File: config.mk
export PLATFORM = sky130hd
export DESIGN_NAME = fsr_outq
export DESIGN_NICKNAME = d
export VERILOG_FILES = /design/src/design/fsr_pkg.sv /design/src/design/fsr_outq.sv
export SDC_FILE = /design/constraint.sdc
export NUM_CORES = 1
export LEC_CHECK = 0
export ABC_CLOCK_PERIOD_IN_PS = 9600
export BUFFER_PORTS_ARGS = -buffer_cell sky130_fd_sc_hd__buf_4
export CORE_UTILIZATION = 40
export CTS_CLUSTER_DIAMETER = 150
export DETAILED_ROUTE_END_ITERATION = 10
export PLACE_DENSITY = 0.69
export SYNTH_ARGS = -nofsm -noshare
export SYNTH_HDL_FRONTEND = slang
export SYNTH_SLANG_ARGS = --single-unit
File: constraint.sdc
create_clock -name clk -period 9.6 [get_ports clk]
set_clock_uncertainty 0.15 [all_clocks]
set_input_delay 1.92 -clock clk [delete_from_list [all_inputs] [get_ports clk]]
set_output_delay 1.92 -clock clk [all_outputs]
set_load 0.01 [all_outputs]
File: src/design/fsr_pkg.sv
package fsr_pkg;

  localparam int unsigned MAC_W  = 48;
  localparam int unsigned SEQ_W  = 16;
  localparam int unsigned BYTE_W = 8;
  localparam int unsigned IDX_W  = 12;
  localparam int unsigned LEN_W  = 13;

  // segment kind carried in the frame header
  typedef enum logic [1:0] {
    SEG_SINGLE = 2'd0,
    SEG_START  = 2'd1,
    SEG_MORE   = 2'd2,
    SEG_END    = 2'd3
  } seg_kind_t;

  // kind of result word
  typedef enum logic [2:0] {
    KIND_DIRECT = 3'd0,
    KIND_DONE   = 3'd1,
    KIND_REJECT = 3'd2,
    KIND_DROP   = 3'd3,
    KIND_READ   = 3'd4
  } out_kind_t;

  // one result word
  typedef struct packed {
    out_kind_t           kind;
    logic [BYTE_W-1:0]   data_byte;
    logic [LEN_W-1:0]    packet_length;
    logic [MAC_W-1:0]    sender;
    logic                last_direct;
  } result_t;

  // result in flight, data byte may still come from the buffer read port
  typedef struct packed {
    result_t res;
    logic    use_rdata;
  } pend_t;

endpackage

File: src/design/fsr_outq.sv
module fsr_outq (
  input  logic                        clk,
  input  logic                        rst,
  input  logic                        load,
  input  logic                        res_valid,
  input  fsr_pkg::pend_t              res,
  input  logic [fsr_pkg::BYTE_W-1:0]  rdata,
  output logic                        in_ready,
  output logic                        out_valid,
  input  logic                        out_ready,
  output fsr_pkg::result_t            out_res
);
  import fsr_pkg::*;

  pend_t   s1;
  logic    s1_valid;
  result_t sk;
  logic    sk_valid;
  logic    o_valid;
  result_t s1_final;
  logic    o_free;
  logic    sk_to_o;
  logic    s1_to_o;
  logic    s1_to_sk;

  // read data joins the result once the buffer port has answered
  always_comb begin
    s1_final = s1.res;
    if (s1.use_rdata) begin
      s1_final.data_byte = rdata;
    end
  end

  assign o_free   = !o_valid || out_ready;
  assign sk_to_o  = o_free && sk_valid;
  assign s1_to_o  = o_free && !sk_valid && s1_valid;
  assign s1_to_sk = s1_valid && !s1_to_o && (!sk_valid || sk_to_o);
  assign in_ready = !sk_valid;
  assign out_valid = o_valid;

  // valid bits of the three stages
  always_ff @(posedge clk) begin
    if (rst) begin
      s1_valid <= 1'b0;
      sk_valid <= 1'b0;
      o_valid  <= 1'b0;
    end else begin
      if (load) begin
        s1_valid <= res_valid;
      end else if (s1_to_o || s1_to_sk) begin
        s1_valid <= 1'b0;
      end
      if (s1_to_sk) begin
        sk_valid <= 1'b1;
      end else if (sk_to_o) begin
        sk_valid <= 1'b0;
      end
      if (o_free) begin
        o_valid <= sk_valid || s1_valid;
      end
    end
  end

  // payload moves
  always_ff @(posedge clk) begin
    if (load) begin
      s1 <= res;
    end
    if (s1_to_sk) begin
      sk <= s1_final;
    end
    if (sk_to_o) begin
      out_res <= sk;
    end else if (s1_to_o) begin
      out_res <= s1_final;
    end
  end

endmodule

==> results.yml <==
synthesis:
  syn_inst: 327
  yosysWarnings: 0
  synth_area_leaders: "edfxtp_1 (82%), mux2_4 (11%), mux2_2 (3.1%), buf_12 (1.7%), dfxtp_1 (0.75%)"
  synth_top_area_share_pct: 82.2
  syn_nets: 414
  netlist_area_um2: 8040
  ys_seq_elements: 223
  seq_area_frac_synth_pct: 82.9
  synth_area_leader_cell: "edfxtp_1"
  synth_cell_types: 17
  avgSynthCellArea_um2: 24.6
detailed_routing:
  finalWirelength_mm: 13.5
  wl_per_cell_um: 17.1
  via_per_inst: 4.52
  ant_nets: 0
  first_iter_violations: 163
  drc_errors: 0
  drt-pass1-iter-count: 4
  vias: 3561
global_route:
  grt_pass1_wl_mm: 20.4
  track_usage_pct: 13.1
  grt_max_degree: 77
  grt_overflow_total: 0
  first_global_vias: 3761
  antenna_found_initial: 0
worst_setup_path:
  cpMaxStageDelayCell: "buf_4"
  max_stage_delay_ps: 730
  r2r-end: "sk[28]"
  cp_max_fo: 64
  worstSetupEndpointType: "flip-flop"
  r2r_start: "out_valid"
  crit_arrival_ps: 3750
  r2r_cells: 4
  cp_data_required_time_ps: 9570
  crit_buf_inv: 2
  path_class: "in2reg"
  r2r_slack_ps: 7010
  worst_setup_path_start_kind: "input port"
  path_common_cell: "buf_4"
  crit_chain: "buf_4 > nand2b_4 > nand2_4 > a21boi_4 > buf_4"
  path_delay_family: "buffers and inverters"
power_and_ir_drop:
  irDropWorstVdd_v: 0.000150
  leakage_nw: 3.94
  power_density_nw_per_um2: 210
  total_power_mw: 2.15
placement:
  pre_cts_slack_ps: 5230
  place.gp.congestion: 0.671
  dp_hpwl_mm: 8.61
  port_buffers: 161
min_path:
  min_from: "s1[8]"
  min_to: "sk[7]"
  hp-class: "reg2reg"
  holdPathStages: 0
clocking:
  cts_buffers: 23
  ctsResizeCount: 0
  ctsHoldBuffers: 0
  clk_path_buf_depth: 3
  path_clk_slew_ps: 60
  clock_sinks: 223
  htree_levels: 1
  cts_root_buf: "clkbuf_16"
  postCtsSetupRepairBufs: 0
  clkLatencyLatePin_ps: 490
  cts_tree: "yes"
sta:
  finalWorstSetupSlack_ps: 5820
  max_slew_margin_pct: 31.3
  rsz0062_at_grt: "no"
  finalSetupViolations: 0
  drv_slew: 0
  max_freq_ghz: 0.265
  post-route-period-util_pct: 39.4
  hold_viol: 0
  holdWs_ps: 301
  min_period_ps: 3780
  tightest_slew_ps: 1030
  fin_setup_tns_ps: 0
outcome:
  status: "finished, final reports clean"
final_layout:
  final_nets: 594
  layout-drive-gt1-share_pct: 54.3
  regArea_um2: 6670
  fillers: 1556
  multi_input_area_um2: 1240
  final_util_pct: 52.3
  area_delta_synth_final_pct: 27.5
  diodes: 0
floorplan:
  io_pins: 162
  die_w_um: 144
  initial_core_util_pct: 41.0
  die-area_um2: 20700
  core-area_um2: 19600
  row_count: 51
  chipHeight_um: 144
job:
  maxCapViolCount: 0
==> synth_stat cells (all sizes together) <==
master and n:
buf 9, and2b 1, a21oi 2, nand2b 1, o41ai 1, inv 1
mux2 81, nand2 3, nor2 2, o21ai 1, dfxtp 3, edfxtp 220
nand3b 1, a21boi 1
==> sequential cells by signal (all words and copies together) (netlist names) <==
signal and count:
sk_valid 1, out_res 73, sk 73, s1_valid 1
s1 74, out_valid 1
==> per-layer routing <==
layer	vias to the layer above	track usage, %	routed length [um]
met3	32	3.27	786
met4	0	4.31	329
li1	1667	-	-
met1	1739	17.6	6090
met5	-	0	0
met2	123	20.9	6290
==> worst max-delay path by stage <==
stage | cells past startpoint | endpoint | start | slack [ps]
after global routing | 5 | sk[23] | out_ready | 5650
after floorplan | 5 | sk[0] | out_ready | 1180
after CTS | 5 | sk[41] | out_ready | 5750
final | 5 | sk[28] | out_ready | 5820
after detailed placement | 5 | sk[28] | out_ready | 5230
after global placement | 5 | sk[27] | out_ready | 5340
==> report_power, final <==
group | switching, mW | internal, mW | total (mW)
registers | 0.0190 | 1.12 | 1.14
clock network | 0.348 | 0.563 | 0.911
logic | 0.0365 | 0.0662 | 0.103
==> cell type report <==
type | instances | share of cell area, %
clock buffer | 30 | 6.07
clock inverter | 11 | 1.53
inverter | 1 | 0.0366
multi-input combinational | 94 | 12.1
sequential | 223 | 65.0
tap | 265 | 3.23
timing repair buffer | 164 | 12.0
==> layout by cell type, fill, tap and decap left out <==
cell / instances
edfxtp_1: 220
buf_4: 164
mux2_4: 59
clkbuf_16: 23
mux2_2: 22
clkinv_2: 5
clkbuf_1: 5
bufinv_16: 4
dfxtp_1: 3
nand2_1: 2
a21oi_1: 2
clkbuf_8: 2
nand2b_4: 1
nand2_4: 1
inv_1: 1
and2b_1: 1
a21boi_4: 1
nor2_1: 1
nor2_4: 1
nand3b_1: 1
o41ai_1: 1
o21ai_0: 1
clkinvlp_4: 1
clkinv_1: 1
==> kinds of logic (layout without fill, tap and decap cells) <==
| family | count (synthesis) | after routing | share of synthesized area (%) |
|---|---|---|---|
| mux | 81 | 81 | 14.1 |
| buf+inv | 10 | 206 | 1.91 |
| compound gates | 5 | 5 | 0.389 |
| simple gates | 8 | 8 | 0.685 |
| flops | 223 | 223 | 82.9 |
==> metrics by stage <==
| stage | cells | cell area [um2] |
|---|---|---|
| finish | 788 | 10200 |
| global route | 788 | 10200 |
| CTS | 788 | 10200 |
| detailed placement | 747 | 9470 |
| global placement | 747 | 9470 |
| floorplan | 327 | 8040 |
Note: power is estimated with default switching activity, not from simulation.
