==> src/design/fsr_pkg.sv <==
package fsr_pkg;

  localparam int unsigned MAC_W  = 48;
  localparam int unsigned SEQ_W  = 16;
  localparam int unsigned BYTE_W = 8;
  localparam int unsigned IDX_W  = 12;
  localparam int unsigned LEN_W  = 13;

  // segment kind carried in the frame header
  typedef enum logic [1:0] {
    SEG_SINGLE = 2'd0,
    SEG_START  = 2'd1,
    SEG_MORE   = 2'd2,
    SEG_END    = 2'd3
  } seg_kind_t;

  // kind of result word
  typedef enum logic [2:0] {
    KIND_DIRECT = 3'd0,
    KIND_DONE   = 3'd1,
    KIND_REJECT = 3'd2,
    KIND_DROP   = 3'd3,
    KIND_READ   = 3'd4
  } out_kind_t;

  // one result word
  typedef struct packed {
    out_kind_t           kind;
    logic [BYTE_W-1:0]   data_byte;
    logic [LEN_W-1:0]    packet_length;
    logic [MAC_W-1:0]    sender;
    logic                last_direct;
  } result_t;

  // result in flight, data byte may still come from the buffer read port
  typedef struct packed {
    result_t res;
    logic    use_rdata;
  } pend_t;

endpackage

==> src/design/fsr_ctrl.sv <==
module fsr_ctrl #(
  parameter int unsigned PACKET_BYTES = 4096
) (
  input  logic                               clk,
  input  logic                               rst,
  input  logic                               accept,
  input  logic                               req_type,
  input  logic [fsr_pkg::MAC_W-1:0]          src_mac,
  input  logic [fsr_pkg::SEQ_W-1:0]          seq_num,
  input  logic [1:0]                         seg_kind,
  input  logic                               frame_ok,
  input  logic [fsr_pkg::BYTE_W-1:0]         payload_byte,
  input  logic                               first_of_frame,
  input  logic                               last_of_frame,
  input  logic [fsr_pkg::IDX_W-1:0]          read_index,
  output logic                               res_valid,
  output fsr_pkg::pend_t                     res,
  output logic                               wr_en,
  output logic [$clog2(PACKET_BYTES)-1:0]    wr_addr,
  output logic [fsr_pkg::BYTE_W-1:0]         wr_data,
  output logic                               rd_en,
  output logic [$clog2(PACKET_BYTES)-1:0]    rd_addr
);
  import fsr_pkg::*;

  localparam int unsigned AW   = $clog2(PACKET_BYTES);
  localparam int unsigned CW   = $clog2(PACKET_BYTES + 1);
  localparam int unsigned CMPW = (CW > IDX_W) ? CW : IDX_W;

  logic [CW-1:0]     fill_count, fill_count_next;
  logic [MAC_W-1:0]  stored_sender, stored_sender_next;
  logic [SEQ_W-1:0]  stored_seq, stored_seq_next;
  logic              skip_frame, skip_frame_next;
  seg_kind_t         kind_latch, kind_latch_next;

  seg_kind_t         in_kind;
  seg_kind_t         eff_kind;
  logic              cont_bad;
  logic              do_append;
  logic [CW-1:0]     fill_plus1;

  assign in_kind    = seg_kind_t'(seg_kind);
  assign fill_plus1 = fill_count + CW'(1);
  assign rd_addr    = AW'(read_index);
  assign wr_data    = payload_byte;

  // continuation check for more and end frames
  assign cont_bad = (src_mac != stored_sender) || (seq_num == '0) ||
                    (seq_num != stored_seq + SEQ_W'(1)) || (fill_count == '0);

  // frame decision and result
  always_comb begin
    fill_count_next    = fill_count;
    stored_sender_next = stored_sender;
    stored_seq_next    = stored_seq;
    skip_frame_next    = skip_frame;
    kind_latch_next    = kind_latch;
    res_valid          = 1'b0;
    res                = '0;
    rd_en              = 1'b0;
    wr_en              = 1'b0;
    wr_addr            = fill_count[AW-1:0];
    do_append          = 1'b0;
    eff_kind           = first_of_frame ? in_kind : kind_latch;

    if (req_type) begin
      // buffer read
      rd_en         = accept;
      res_valid     = 1'b1;
      res.res.kind  = KIND_READ;
      res.use_rdata = CMPW'(read_index) < CMPW'(fill_count);
    end else if (first_of_frame && !frame_ok) begin
      kind_latch_next = in_kind;
      skip_frame_next = 1'b1;
      res_valid       = 1'b1;
      res.res.kind    = KIND_REJECT;
    end else if (first_of_frame && in_kind == SEG_START) begin
      // new packet, anything in progress is dropped
      kind_latch_next    = in_kind;
      skip_frame_next    = 1'b0;
      stored_sender_next = src_mac;
      stored_seq_next    = seq_num;
      wr_en              = accept;
      wr_addr            = '0;
      fill_count_next    = CW'(1);
      if (fill_count != '0) begin
        res_valid    = 1'b1;
        res.res.kind = KIND_DROP;
      end
    end else if (first_of_frame && in_kind != SEG_SINGLE && cont_bad) begin
      kind_latch_next = in_kind;
      skip_frame_next = 1'b1;
      res_valid       = 1'b1;
      res.res.kind    = KIND_REJECT;
    end else if (!first_of_frame &&
                 (skip_frame || (kind_latch != SEG_SINGLE && fill_count == '0))) begin
      // skipped or stray byte, nothing to do
      res_valid = 1'b0;
    end else begin
      if (first_of_frame) begin
        kind_latch_next = in_kind;
        skip_frame_next = 1'b0;
        if (in_kind == SEG_MORE) begin
          stored_seq_next = stored_seq + SEQ_W'(1);
        end
      end
      if (eff_kind == SEG_SINGLE) begin
        res_valid             = 1'b1;
        res.res.kind          = KIND_DIRECT;
        res.res.data_byte     = payload_byte;
        res.res.sender        = src_mac;
        res.res.last_direct   = last_of_frame;
      end else begin
        do_append = 1'b1;
      end
    end

    // append path with overflow and completion
    if (do_append) begin
      if (fill_count >= CW'(PACKET_BYTES)) begin
        fill_count_next = '0;
        skip_frame_next = 1'b1;
        res_valid       = 1'b1;
        res.res.kind    = KIND_REJECT;
      end else begin
        wr_en           = accept;
        fill_count_next = fill_plus1;
        if (eff_kind == SEG_END && last_of_frame) begin
          res_valid             = 1'b1;
          res.res.kind          = KIND_DONE;
          res.res.packet_length = LEN_W'(fill_plus1);
          res.res.sender        = stored_sender;
          fill_count_next       = '0;
          stored_seq_next       = '0;
        end
      end
    end
  end

  // assembly state
  always_ff @(posedge clk) begin
    if (rst) begin
      fill_count    <= '0;
      stored_sender <= '1;
      stored_seq    <= '0;
      skip_frame    <= 1'b0;
      kind_latch    <= SEG_SINGLE;
    end else if (accept) begin
      fill_count    <= fill_count_next;
      stored_sender <= stored_sender_next;
      stored_seq    <= stored_seq_next;
      skip_frame    <= skip_frame_next;
      kind_latch    <= kind_latch_next;
    end
  end

endmodule

==> config.mk <==
export PLATFORM = sky130hd
export DESIGN_NAME = fsr_ctrl
export DESIGN_NICKNAME = d
export VERILOG_FILES = /design/src/design/fsr_pkg.sv /design/src/design/fsr_ctrl.sv
export SDC_FILE = /design/constraint.sdc
export NUM_CORES = 1
export LEC_CHECK = 0
export BUFFER_PORTS_ARGS = -buffer_cell sky130_fd_sc_hd__buf_2
export CELL_PAD_IN_SITES_DETAIL_PLACEMENT = 1
export CELL_PAD_IN_SITES_GLOBAL_PLACEMENT = 2
export CORE_MARGIN = 3
export CORE_UTILIZATION = 26
export DETAILED_ROUTE_END_ITERATION = 6
export PLACE_DENSITY = 0.82
export SLEW_MARGIN = 20
export SYNTH_ARGS = -nofsm -noshare
export SYNTH_HDL_FRONTEND = slang
export SYNTH_SLANG_ARGS = --single-unit
==> constraint.sdc <==
create_clock -name clk -period 3.5 [get_ports clk]
set_input_delay 0.35 -clock clk [delete_from_list [all_inputs] [get_ports clk]]
set_output_delay 0.35 -clock clk [all_outputs]
set_load 0.01 [all_outputs]
==> flow_results.org <==
** Layout
- Final-layout fill cell count :: around 2,800
- Sequential cell area :: 1610 um2
- Number of antenna repair diodes :: 0
- After the flow finishes, the layout carries non-filler instances totaling 1,266.
- Signed area change from the synthesized netlist to the final layout :: 32.70%
- Area of the multi-input gates :: 4249 um2
- Cells with a size suffix above 1 make up 33.79% of the layout.
- Summing all non-filler instances in the final layout gives an area of 8124 um2.
- Number of nets in the finished design :: 1,055

** Timing
- Final Max Tran Viols :: 0
- After layout, the worst path uses 96.95% of the clock period.
- Relative slew slack :: around three fifths
- Worst setup margin :: 0.1068 ns
- Timing would allow up to 0.2947 GHz.
- Clock tree skew after final layout :: roughly 0.016 ns
- The final hold violation count was 0.
- Worst-Margin Slew :: 0.6283 ns
- The worst path needs 3.393 ns of the cycle, external delays included.
- Setup violations remaining at the end of the flow were counted as 0.
- After routing, the total negative slack on setup checks comes to 0 ns.

** Logic synthesis
- Cell with the most instances after synthesis :: sky130_fd_sc_hd__dfxtp_1
- Yosys synthesis warning count :: 0
- Flip-flop cell with the highest count after synthesis :: sky130_fd_sc_hd__dfxtp_1
- In this run, synthesis produced a sequential element count of 80.
- In the synthesized netlist, the number of instances is between 700 and 800.
- Synthesis produced a netlist with a net count of 863.
- Post-synthesis area per instance :: 8.098 um2
- Share of synthesized registers carrying an async set or reset :: 0%
- The synthesized design contains 0 enable-type register cells.
- Synthesis instantiated 59 different standard cells from the library.
- List of most frequent post-synthesis cells :: 80 x sky130_fd_sc_hd__dfxtp_1, 65 x sky130_fd_sc_hd__xnor2_1, 56 x sky130_fd_sc_hd__a211o_1, 56 x sky130_fd_sc_hd__nor2_1, 52 x sky130_fd_sc_hd__a22o_1
- In this run the cell area of the synthesized design comes to around 6100 um2.
- The top cell type by area accounts for 26.16% of the synthesized area.
- Most area-hungry cell type in the Yosys netlist :: sky130_fd_sc_hd__dfxtp_1
- Of the synthesized area, sequential elements account for 26.16%.
- Biggest area contributors in the synthesized netlist :: sky130_fd_sc_hd__dfxtp_1 26%, sky130_fd_sc_hd__xnor2_1 9.3%, sky130_fd_sc_hd__a211o_1 8.0%, sky130_fd_sc_hd__a22o_1 7.4%, sky130_fd_sc_hd__nor2b_1 5.1%

** Global routing
- Entering global routing, the biggest net connects 97 pins.
- Global routing consumed, over all layers together, between 15 and 20% of the routing resources.
- Initial antenna violation count :: 4
- After global routing the overflow that remains totals 0.
- The number of global-route vias before repair is 6,505.
- The first global-routing pass estimated 36.34 mm of wire.

** Clocking
- In this run, CTS created clock tree buffers numbering 9.
- In this run the number of H-tree levels came out at 3.
- TritonCTS built the clock tree.
- The clock passes through at most 2 buffers.
- Clock latency on the worst-skew pair :: 0.36 ns
- Clk slew on worst S/H paths :: roughly 0.08 ns
- The root buffer cell chosen for the clock tree is sky130_fd_sc_hd__clkbuf_16.
- Number of sinks handled by clock tree synthesis :: 80

** Min path
- The path with the worst hold slack has its endpoint at stored_sender[27]$_SDFFE_PP1P_.
- Worst hold start :: src_mac[27]
- Number of cells on the worst hold path :: 2
- The worst hold path belongs to the class in2reg.

** Run
- Max-capacitance violation count :: 0

** Routing
- For this run, the detailed router's first-pass iteration total came to 6.
- After detailed routing, the number of vias per cell comes to around 5.2.
- Wires add up to 23.37 mm.
- In the final routed layout, each cell accounts on average for about 18 um.
- The detail route stage leaves a number of antenna-violating nets equal to 0.
- Final routed DRC violation total :: 0
- In this run, the number of DRC markers left after iteration 0 of detailed routing was 359.
- The detailed router placed 6,522 vias in this run.

** Pwr
- Power spread over the standard cell area amounts to 281.6 nW/um2.
- Maximum VDD drop :: 0.2043 mV
- For this design the static power due to leakage is 3.369 nW.

** Critical path
- In this run the critical register-to-register path is captured at stored_seq[9]$_SDFFE_PP0P_.
- FF-to-FF setup slack :: between 0.1 and 0.15 ns
- The worst register-to-register path has a depth of 12.
- For the worst setup path, the data required time is 3.15 ns.
- Along the worst path, the maximum fanout reaches 5.
- The setup path with the least slack is of type reg2out.
- Launching instance or port of the critical path :: stored_seq[1]$_SDFFE_PP0P_
- WP data arrival :: between 3 and 4 ns
- Endpoint kind of the worst setup timing path :: primary output
- Crit Reg-Reg Startpoint :: stored_seq[1]$_SDFFE_PP0P_
- Critical Path Source Type :: register

** Floorplanning
- Number of cell rows :: 55
- Die Height :: 159.5 um
- Starting density of the core :: between 20% and 30%
- Core Box Area :: 22,920 um2
- Die span in x :: ~160 um
- Io pins :: between 200 and 250
- Floorplan die area :: 25,420 um2

** Status
- Outcome :: complete, no violations

** Placement
- Port buffering added around 200 buffers.
- Routability cong. :: between 0.8 and 0.9
- Detailed placement ended at an HPWL of 17.33 mm.
- Pre-CTS worst setup slack :: -0.08793 ns
- Cell count after placement :: roughly 1,200
- Placement-stage cell area :: roughly 7500 um2
-- layout by cell type (no fill, tap or decap), types with 13 or more instances in the layout --
| cell type | instances |
|---|---|
| sky130_fd_sc_hd__a211o_1 | 56 |
| sky130_fd_sc_hd__a21oi_1 | 18 |
| sky130_fd_sc_hd__a22o_1 | 52 |
| sky130_fd_sc_hd__and2_1 | 13 |
| sky130_fd_sc_hd__buf_2 | 202 |
| sky130_fd_sc_hd__buf_4 | 50 |
| sky130_fd_sc_hd__dfxtp_1 | 73 |
| sky130_fd_sc_hd__ha_1 | 13 |
| sky130_fd_sc_hd__inv_1 | 22 |
| sky130_fd_sc_hd__nand2_1 | 34 |
| sky130_fd_sc_hd__nand3_1 | 20 |
| sky130_fd_sc_hd__nand4_1 | 22 |
| sky130_fd_sc_hd__nor2_1 | 53 |
| sky130_fd_sc_hd__nor2b_1 | 50 |
| sky130_fd_sc_hd__nor3_1 | 18 |
| sky130_fd_sc_hd__nor4_1 | 13 |
| sky130_fd_sc_hd__xnor2_1 | 62 |
-- critical path, stage by stage, from the launching register on --
cell	delay [ns]
sky130_fd_sc_hd__dfxtp_2	0.35
sky130_fd_sc_hd__buf_4	0.14
sky130_fd_sc_hd__and4_4	0.24
sky130_fd_sc_hd__nand4_4	0.11
sky130_fd_sc_hd__buf_6	0.15
sky130_fd_sc_hd__mux2_2	0.22
sky130_fd_sc_hd__nand3_2	0.11
sky130_fd_sc_hd__a311o_1	0.43
sky130_fd_sc_hd__o32ai_4	0.35
sky130_fd_sc_hd__nand2_2	0.13
sky130_fd_sc_hd__buf_2	0.19
sky130_fd_sc_hd__o21ai_0	0.08
sky130_fd_sc_hd__buf_2	0.18
-- per-stage QoR --
| step | util (%) | power [mW] | hold slack [ns] |
|---|---|---|---|
| floorplan | - | 1.162 | 0.4625 |
| global placement | 32.91 | 1.341 | 0.4779 |
| detailed placement | 32.91 | 1.344 | 0.4918 |
| CTS | 34.51 | 2.320 | 0.2190 |
| global route | 35.45 | 2.392 | 0.2279 |
| finish | 35.45 | 2.287 | 0.2320 |
-- kinds of logic (layout without fill, tap and decap cells) --
family	Yosys count	count (layout)	share of synthesized area, %
DFF	80	80	26.16
AOI/OAI and AO/OA	201	201	26.30
buffers and inverters	100	297	7.828
adders and majority gates	14	14	2.861
muxes	5	5	0.8584
xor gates and xnor gates	78	78	11.16
and+or+nand+nor	278	278	24.83
-- worst max path at each step --
stage | end | cells past startpoint
6_report | res[71] | 12
3_5_place_dp | stored_seq[9]$_SDFFE_PP0P_ | 11
4_1_cts | res[59] | 11
2_1_floorplan | res[52] | 10
3_3_place_gp | stored_seq[9]$_SDFFE_PP0P_ | 11
5_1_grt | stored_seq[9]$_SDFFE_PP0P_ | 11
-- cell type report --
type | count | area share, %
clock buffer | 9 | 2.772
clock inverter | 7 | 0.7393
inverter | 22 | 1.016
multi-input combinational | 576 | 52.30
sequential | 80 | 19.82
tap | 313 | 4.821
timing repair buffer | 259 | 18.53
-- repair_timing --
item                                    4_1_cts  5_1_grt
hold buffers                                  0        0
buffers inserted                              4        5
resized for setup                            10       31
cloned                                        0        2
pin swaps                                     4       14
endpoints found under the setup margin       68       68
-- sequential cells by signal, summed over array words and instances (netlist names) --
signal and count:
kind_latch 2, skip_frame 1, fill_count 13, stored_seq 16, stored_sender 48
-- per-layer routing --
layer	share of wire, %	routed length, um	GRT usage [%]	up-vias
met5	0.18	42	0	-
li1	-	-	-	3135
met1	45	10530	22.04	3159
met4	1.6	368	5.054	8
met2	47	10970	28.88	187
met3	6.3	1465	5.125	33
-- report_power, final --
part	leakage [nW]	internal [mW]	total, mW	switching [mW]
logic	2.58	0.173	0.402	0.229
clock network	0.136	0.496	0.956	0.461
registers	0.650	0.920	0.930	0.00980
No activity file was read; power rests on OpenSTA's default activity.
